==> src/hw/rtl/pvdfb_pkg.sv <==
// ----------------------------------------------------------------------------
// pvdfb_pkg
// Shared types, constants and glyph table of the display frame builder.
// ----------------------------------------------------------------------------
package pvdfb_pkg;

  // Field widths
  localparam int unsigned BYTE_W  = 8;
  localparam int unsigned VALUE_W = 16;
  localparam int unsigned BIN_W   = 14;  // clamped value 0..9999
  localparam int unsigned BCD_W   = 16;  // four decimal digits

  // Binary to BCD conversion: one bit per cycle
  localparam int unsigned CONV_STEPS = BIN_W;
  localparam int unsigned CNT_W      = $clog2(CONV_STEPS);

  // Front/back queue
  localparam int unsigned QUEUE_DEPTH = 2;
  localparam int unsigned QPTR_W      = (QUEUE_DEPTH > 1) ? $clog2(QUEUE_DEPTH) : 1;
  localparam int unsigned QCNT_W      = $clog2(QUEUE_DEPTH + 1);

  // Output word sequence
  localparam int unsigned NUM_WORDS = 18;
  localparam int unsigned IDX_W     = $clog2(NUM_WORDS);
  localparam logic [IDX_W-1:0] WORD_MODE = IDX_W'(0);
  localparam logic [IDX_W-1:0] WORD_ADDR = IDX_W'(1);
  localparam logic [IDX_W-1:0] WORD_LAST = IDX_W'(NUM_WORDS - 1);

  // Controller commands and glyphs
  localparam logic [7:0] CMD_MODE_AUTO_INC = 8'h40;
  localparam logic [7:0] CMD_ADDR_START    = 8'hC0;
  localparam logic [7:0] SEG_DOT           = 8'h80;
  localparam logic [7:0] GLYPH_P           = 8'h73;
  localparam logic [7:0] GLYPH_I           = 8'h06;
  localparam logic [7:0] GLYPH_D           = 8'h5E;
  localparam logic [7:0] GLYPH_BLANK       = 8'h00;

  // Letters
  localparam logic [7:0] LETTER_P = 8'h50;
  localparam logic [7:0] LETTER_I = 8'h49;
  localparam logic [7:0] LETTER_D = 8'h44;

  localparam logic [BIN_W-1:0] VALUE_MAX = BIN_W'(9999);
  localparam logic [7:0]       STEP_LIMIT = 8'd3;

  typedef enum logic [1:0] {
    FRONT_IDLE,
    FRONT_CONV,
    FRONT_PUSH
  } front_state_e;

  // One classified screen, handed from front to back
  typedef struct packed {
    logic [7:0]       seg0;    // parameter glyph
    logic [7:0]       led;     // LED 0..7 flags
    logic [BCD_W-1:0] digits;  // units, tenths, hundredths, thousandths
  } pvdfb_entry_t;

  // Decimal digit to segment code
  function automatic logic [7:0] digit_glyph(input logic [3:0] d);
    logic [7:0] g;
    unique case (d)
      4'd0:    g = 8'h3F;
      4'd1:    g = 8'h06;
      4'd2:    g = 8'h5B;
      4'd3:    g = 8'h4F;
      4'd4:    g = 8'h66;
      4'd5:    g = 8'h6D;
      4'd6:    g = 8'h7D;
      4'd7:    g = 8'h07;
      4'd8:    g = 8'h7F;
      4'd9:    g = 8'h6F;
      default: g = GLYPH_BLANK;
    endcase
    return g;
  endfunction

endpackage

==> src/hw/rtl/pvdfb_queue.sv <==
// ----------------------------------------------------------------------------
// pvdfb_queue
// Short FIFO of classified screens between front and back.
// ----------------------------------------------------------------------------
module pvdfb_queue import pvdfb_pkg::*; (
  input  logic         clk_i,
  input  logic         rst_ni,
  input  logic         push_valid_i,
  output logic         push_ready_o,
  input  pvdfb_entry_t push_data_i,
  output logic         pop_valid_o,
  input  logic         pop_ready_i,
  output pvdfb_entry_t pop_data_o
);

  pvdfb_entry_t      mem_q [QUEUE_DEPTH];
  logic [QPTR_W-1:0] wr_ptr_q, rd_ptr_q;
  logic [QCNT_W-1:0] count_q;
  logic              push, pop;

  assign push_ready_o = (count_q != QCNT_W'(QUEUE_DEPTH));
  assign pop_valid_o  = (count_q != '0);
  assign push         = push_valid_i && push_ready_o;
  assign pop          = pop_ready_i && pop_valid_o;
  assign pop_data_o   = mem_q[rd_ptr_q];

  // Pointers and fill count
  always_ff @(posedge clk_i or negedge rst_ni) begin
    if (!rst_ni) begin
      wr_ptr_q <= '0;
      rd_ptr_q <= '0;
      count_q  <= '0;
    end else begin
      if (push) begin
        wr_ptr_q <= (wr_ptr_q == QPTR_W'(QUEUE_DEPTH - 1)) ? '0 : wr_ptr_q + 1'b1;
      end
      if (pop) begin
        rd_ptr_q <= (rd_ptr_q == QPTR_W'(QUEUE_DEPTH - 1)) ? '0 : rd_ptr_q + 1'b1;
      end
      if (push && !pop) begin
        count_q <= count_q + 1'b1;
      end else if (pop && !push) begin
        count_q <= count_q - 1'b1;
      end
    end
  end

  // Storage
  always_ff @(posedge clk_i) begin
    if (push) begin
      mem_q[wr_ptr_q] <= push_data_i;
    end
  end

endmodule

==> config.mk <==
export PLATFORM = sky130hd
export DESIGN_NAME = pvdfb_queue
export DESIGN_NICKNAME = d
export VERILOG_FILES = /design/src/hw/rtl/pvdfb_pkg.sv /design/src/hw/rtl/pvdfb_queue.sv
export SDC_FILE = /design/constraint.sdc
export NUM_CORES = 1
export LEC_CHECK = 0
export ABC_AREA = 1
export ABC_CLOCK_PERIOD_IN_PS = 3700
export BUFFER_PORTS_ARGS = -buffer_cell sky130_fd_sc_hd__buf_2
export CORE_ASPECT_RATIO = 1.25
export CORE_MARGIN = 4
export CORE_UTILIZATION = 50
export CTS_CLUSTER_DIAMETER = 200
export DETAILED_ROUTE_END_ITERATION = 8
export HOLD_SLACK_MARGIN = 0.02
export PLACE_DENSITY = 0.81
export SLEW_MARGIN = 0
export SYNTH_ARGS = -nofsm -noshare
export SYNTH_HDL_FRONTEND = slang
export SYNTH_SLANG_ARGS = --single-unit
==> constraint.sdc <==
create_clock -name clk_i -period 3.7 [get_ports clk_i]
set_input_delay 0.74 -clock clk_i [delete_from_list [all_inputs] [get_ports clk_i]]
set_output_delay 0.74 -clock clk_i [all_outputs]
set_load 0.02 [all_outputs]
==> results of run 1 <==
critical path: cells and delay by family (launching register included):
| family | cells | cell delay, ps |
|---|---|---|
| flops | 1 | 810 |
| buf+inv | 2 | 490 |
| simple gates | 2 | 170 |
flip-flops by register name, summed over array words and instances, names as in the netlist:
name	flops
count_q	2
mem_q	64
rd_ptr_q	1
wr_ptr_q	1
placed cells by master, fill, tap and decap left out, types with 2 or more instances in the layout:
master / netlist / routed
inv_2: 2 / 2
bufinv_16: 0 / 2
nand2_2: 13 / 13
clkbuf_1: 0 / 2
inv_1: 4 / 4
nor2_4: 0 / 2
dfrtp_1: 4 / 4
nand3_1: 2 / 2
clkbuf_8: 3 / 9
edfxtp_1: 64 / 64
nand2_4: 2 / 2
nand2_1: 91 / 91
buf_2: 0 / 69
worst min-delay path by stage:
stage	from	to	slack, ps
finish	rst_ni	count_q[1]	210
global route	rst_ni	count_q[1]	200
CTS	rst_ni	count_q[1]	200
detailed placement	count_q[0]	count_q[0]	510
global placement	count_q[0]	count_q[0]	500
floorplan	rst_ni	count_q[0]	440
final cells by class:
| cell class | instances | area share [%] |
|---|---|---|
| multi-input combinational | 114 | 16.2 |
| timing repair buffer | 70 | 11.0 |
| tap | 62 | 2.41 |
| inverter | 7 | 1.05 |
| clock buffer | 11 | 4.09 |
| sequential | 68 | 62.9 |
| clock inverter | 5 | 2.37 |
routing by layer:
layer  vias up  global-route usage [%]  wire length (um)
li1        802                       -                 -
met1       726                    14.7              1570
met2        49                    25.0              2380
met3        10                    5.29               295
met4         0                    7.89               101
met5         -                       0                 0
cells by family after synthesis:
family,after synthesis,share of synthesized area (%)
XOR/XNOR,2,0.942
adder cells (fa/ha/maj),1,0.471
buffers and inverters,14,4.85
flip-flops,68,76.1
AND/OR/NAND/NOR,111,17.7
cell usage after synthesis:
| cell | number |
|---|---|
| dfrtp_1 | 4 |
| xnor2_1 | 1 |
| inv_1 | 4 |
| inv_8 | 1 |
| nand2_4 | 2 |
| nand4_1 | 1 |
| nor2_1 | 2 |
| nand2_1 | 91 |
| buf_12 | 1 |
| ha_1 | 1 |
| nand3_1 | 2 |
| edfxtp_1 | 64 |
| inv_2 | 2 |
| buf_6 | 3 |
| xor2_2 | 1 |
| clkbuf_8 | 3 |
| nand2_2 | 13 |
power breakdown:
group,switching [mW],internal [mW],total [mW]
logic,0.675,0.288,0.963
registers,0.0891,1.06,1.15
clock network,0.249,0.376,0.626
==> out/summary.txt, run 1 <==
Layout Skew: 7.59 ps
Final Hold Fails: 0
Die Y: 89.5 um
Layout Nets: 307
number of distinct library cells after synthesis: 17
crit path cell chain: buf_4 -> nand2_1 -> nand2_1 -> buf_2
end-of-flow core utilization: 62.9%
post-route cell area: 3220 um^2
Setup crit end kind: output port
Critical Path AT: 1800 ps
via count: 1587
hpwl dp: 2.91 mm
Post-Syn Area per Cell: 13.6 um^2
worst reg-to-reg path cell count: 4
routed vias/inst: 4.71
RR Endpoint: mem_q[1][13]
layout cells sized above 1: 37.8%
Ant. Diodes: 0
post-placement worst setup slack: 1470 ps
syn_nets: 233
Final period util: 68.5%
overall routed net length: 4.35 mm
post-synth top area share: 72.3%
drt pass-1 iters: 4
hold_buf cts: 0
Post-CTS Setup Bufs: 0
port buffer count: 69
most frequent CP cell: nand2_1
Initial Util: 51.9%
Max Cap Viol: 0
Synth Cell Area: 2660 um^2
Crit. Startpoint: rd_ptr_q
highest clock rate: 394 MHz
drt initial violations: 84
Overall Power: 2.74 mW
max-slew violation count: 0
CTS Sinks: 68
WS Path Type: flip-flop to output port
Slowest cell on crit path: dfrtp_1
pin count of the biggest net entering global routing: 34
FF-to-FF setup slack: 1970 ps
placed cell count: 321
Max rail drop VDD: 0.467 mV
# DRC: 0
row count: 29
area added between synthesis and finish: 21.0%
warnings from Yosys: 0
core area: 5120 um^2
Routed Antenna Nets: 0
cells after synthesis: 196
Max FO, Critical Path: 19
CTS tree: yes
Ports: 70
Die Width: 73.2 um
vias in the first global route: 1523
post-route insts no fill: 337
crit path to: pop_data_o[10]
RSZ-0062 raised after global routing: no
htree depth: 3
Slew headroom: 37.3%
Worst-path clk slew: 60 ps
sequential share of the synthesized area: 76.1%
PD cells: 851 nW/um^2
clock latency on the worst-skew pair: 330 ps
worst r2r src: count_q[0]
Setup-failing EPs final: 0
clk root buf: clkbuf_8
Congestion Overflow GR: 0
worst hold slack: 210 ps
Routed WL per cell: 12.9 um
post-cts repair resize count: 0
startpoint types: flip-flop
Filler Cell Count: 394
full die area: 6550 um^2
gpl congestion: 0.702
clk buf depth: 2
area occupied by multi-input gates: 522 um^2
Slew @ Worst Pin: 939 ps
placed inst area: 3010 um^2
initial antenna violation count: 0
Final WS setup: 1160 ps
synthesized flop and latch total: 68
Hold Path Class: input pin to asynchronous set/reset pin
required time of the critical path: 2960 ps
post-route setup TNS: 0 ps
Synth area leader: edfxtp_1
Storage cell area: 2020 um^2
Inserted Clock Buffers: 9
leakage power: 1.41 nW
top cells by area, synth: edfxtp_1 72%, nand2_1 13%, dfrtp_1 3.8%
aggregate global-route resource usage: 14.3%
first-pass GRT wire length: 6.77 mm
status: finished clean
CP peak stage delay: 810 ps
Period minus WS final: 2540 ps
Note: power is estimated with default switching activity, not from simulation.
==> run 2: changes to the inputs <==
--- a/config.mk
+++ b/config.mk
@@ -6,15 +6,15 @@
 export NUM_CORES = 1
 export LEC_CHECK = 0
 export ABC_AREA = 1
-export ABC_CLOCK_PERIOD_IN_PS = 3700
+export ABC_CLOCK_PERIOD_IN_PS = 2300
 export BUFFER_PORTS_ARGS = -buffer_cell sky130_fd_sc_hd__buf_2
 export CORE_ASPECT_RATIO = 1.25
 export CORE_MARGIN = 4
-export CORE_UTILIZATION = 50
+export CORE_UTILIZATION = 47
 export CTS_CLUSTER_DIAMETER = 200
 export DETAILED_ROUTE_END_ITERATION = 8
 export HOLD_SLACK_MARGIN = 0.02
-export PLACE_DENSITY = 0.81
+export PLACE_DENSITY = 0.8
 export SLEW_MARGIN = 0
 export SYNTH_ARGS = -nofsm -noshare
 export SYNTH_HDL_FRONTEND = slang
==> constraint.sdc (replaced) <==
create_clock -name clk_i -period 2.3 [get_ports clk_i]
set_input_delay 0.46 -clock clk_i [delete_from_list [all_inputs] [get_ports clk_i]]
set_output_delay 0.46 -clock clk_i [all_outputs]
set_load 0.02 [all_outputs]
==> run 2 against run 1 <==
First-iteration DRC count increased by 15%; register-to-register slack worse by 1100 ps; via count fell by 0.76%; cell area is 0.51% higher; sequential power increased by 58%; clock skew about the same; critical path depth did not move; sequential cell count stayed put; worst hold slack improved by 98 ps; non-clock buffer count rose by 6; clock power is 42% higher; setup slack got worse by 840 ps.
==> out/summary.txt, run 2 (synthesis results as in run 1) <==
status: finished clean
Layout Nets: 313
Filler Cell Count: 456
Routed WL per cell: 13.5 um
Slew headroom: 72.9%
layout cells sized above 1: 38.2%
Final Hold Fails: 0
port buffer count: 69
Die Y: 92.1 um
CTS Sinks: 68
leakage power: 1.42 nW
first-pass GRT wire length: 7.29 mm
# DRC: 0
area added between synthesis and finish: 21.6%
Biggest register: mem_q
drt initial violations: 97
most frequent cells in the layout: 91 x nand2_1, 69 x buf_2, 64 x edfxtp_1
post-placement worst setup slack: 669 ps
clk root buf: clkbuf_8
worst reg-to-reg path cell count: 9
clock power share: 20.5%
placed inst area: 3050 um^2
Ant. Diodes: 0
via count: 1575
Max FO, Critical Path: 13
htree depth: 3
Worst-path clk slew: 70 ps
Pint: 2.69 mW
Initial Util: 48.8%
PD cells: 1340 nW/um^2
Layout Skew: 7.94 ps
WS Path Type: flip-flop to output port
clock latency on the worst-skew pair: 330 ps
routed vias/inst: 4.58
Critical Path AT: 1510 ps
commonest non-fill, non-tap cell in the layout: nand2_1
FF-to-FF setup slack: 880 ps
hold path endpoint: mem_q[0][5]
highest clock rate: 507 MHz
sequential cell fraction of total power: 42.0%
Hold Path Class: input pin to flip-flop
Setup crit end kind: output port
hpwl dp: 3.20 mm
vias in the first global route: 1627
Ports: 70
aggregate global-route resource usage: 14.8%
RR Endpoint: count_q[1]
RSZ-0062 raised after global routing: no
CTS tree: yes
clk buf depth: 2
Worst Hold Launch: push_data_i[5]
top flop regs: mem_q x64, count_q x2
Final period util: 85.8%
drt pass-1 iters: 4
core area: 5440 um^2
Largest register FFs: 64
max-slew violation count: 0
startpoint types: flip-flop
Final WS setup: 326 ps
Routed Antenna Nets: 0
row count: 30
end-of-flow core utilization: 59.4%
Slew @ Worst Pin: 406 ps
gpl congestion: 0.708
Overall Power: 4.33 mW
Period minus WS final: 1970 ps
initial antenna violation count: 0
Switching Share: 37.9%
Max rail drop VDD: 0.730 mV
Post-CTS Setup Bufs: 0
Hold Path Depth: 1
Die Width: 75.3 um
Max Cap Viol: 0
overall routed net length: 4.65 mm
Combinational Power Share: 37.5%
post-route cell area: 3230 um^2
pin count of the biggest net entering global routing: 34
worst r2r src: count_q[0]
Inserted Clock Buffers: 9
Setup-failing EPs final: 0
switching power: 1.64 mW
required time of the critical path: 1840 ps
full die area: 6930 um^2
Congestion Overflow GR: 0
run 2: cell type report:
type | count | area (um^2) | area share [%]
tap | 64 | 80.1 | 2.48
sequential | 68 | 2020 | 62.6
multi-input combinational | 114 | 522 | 16.1
inverter | 7 | 33.8 | 1.05
clock buffer | 12 | 135 | 4.18
timing repair buffer | 76 | 400 | 12.4
clock inverter | 3 | 38.8 | 1.20
run 2: worst max-delay path, stage by stage (launching register included):
cell	delay, ps
dfrtp_1	590
buf_4	280
nand2_1	80
nand2_1	70
buf_2	160
run 2: power by group through the flow:
stage	clock (mW)	sequential (mW)	combinational [mW]
3_5_place_dp	0	1.85	1.66
3_3_place_gp	0	1.83	1.63
6_report	0.888	1.82	1.62
4_1_cts	0.912	1.82	1.66
2_1_floorplan	0	1.81	1.25
5_1_grt	0.974	1.85	1.80
run 2: worst max path at each step:
stage | endpoint | cells past startpoint | startpoint
6_report | pop_data_o[8] | 4 | rd_ptr_q
5_1_grt | pop_data_o[24] | 4 | rd_ptr_q
3_3_place_gp | pop_data_o[4] | 4 | rd_ptr_q
4_1_cts | pop_data_o[24] | 4 | rd_ptr_q
3_5_place_dp | pop_data_o[24] | 4 | rd_ptr_q
2_1_floorplan | mem_q[0][0] | 4 | count_q[0]
run 2: routing by layer:
layer	GRT usage, %	routed length [um]
met1	16.1	1810
met2	24.0	2450
met3	6.25	290
met4	7.73	95
met5	0	0
run 2: through the flow:
| step | std cells | TNS, ps | hold WS, ps |
|---|---|---|---|
| floorplan | 196 | -6040 | 164 |
| CTS | 344 | 0 | 289 |
| global placement | 328 | 0 | 274 |
| finish | 344 | 0 | 308 |
| global route | 344 | 0 | 285 |
| detailed placement | 328 | 0 | 277 |
run 2: what timing repair did:
| action | CTS | global route |
|---|---|---|
| hold endpoints to repair | 4 | 0 |
| hold buffers | 1 | 0 |
| resized for setup | 0 | 0 |
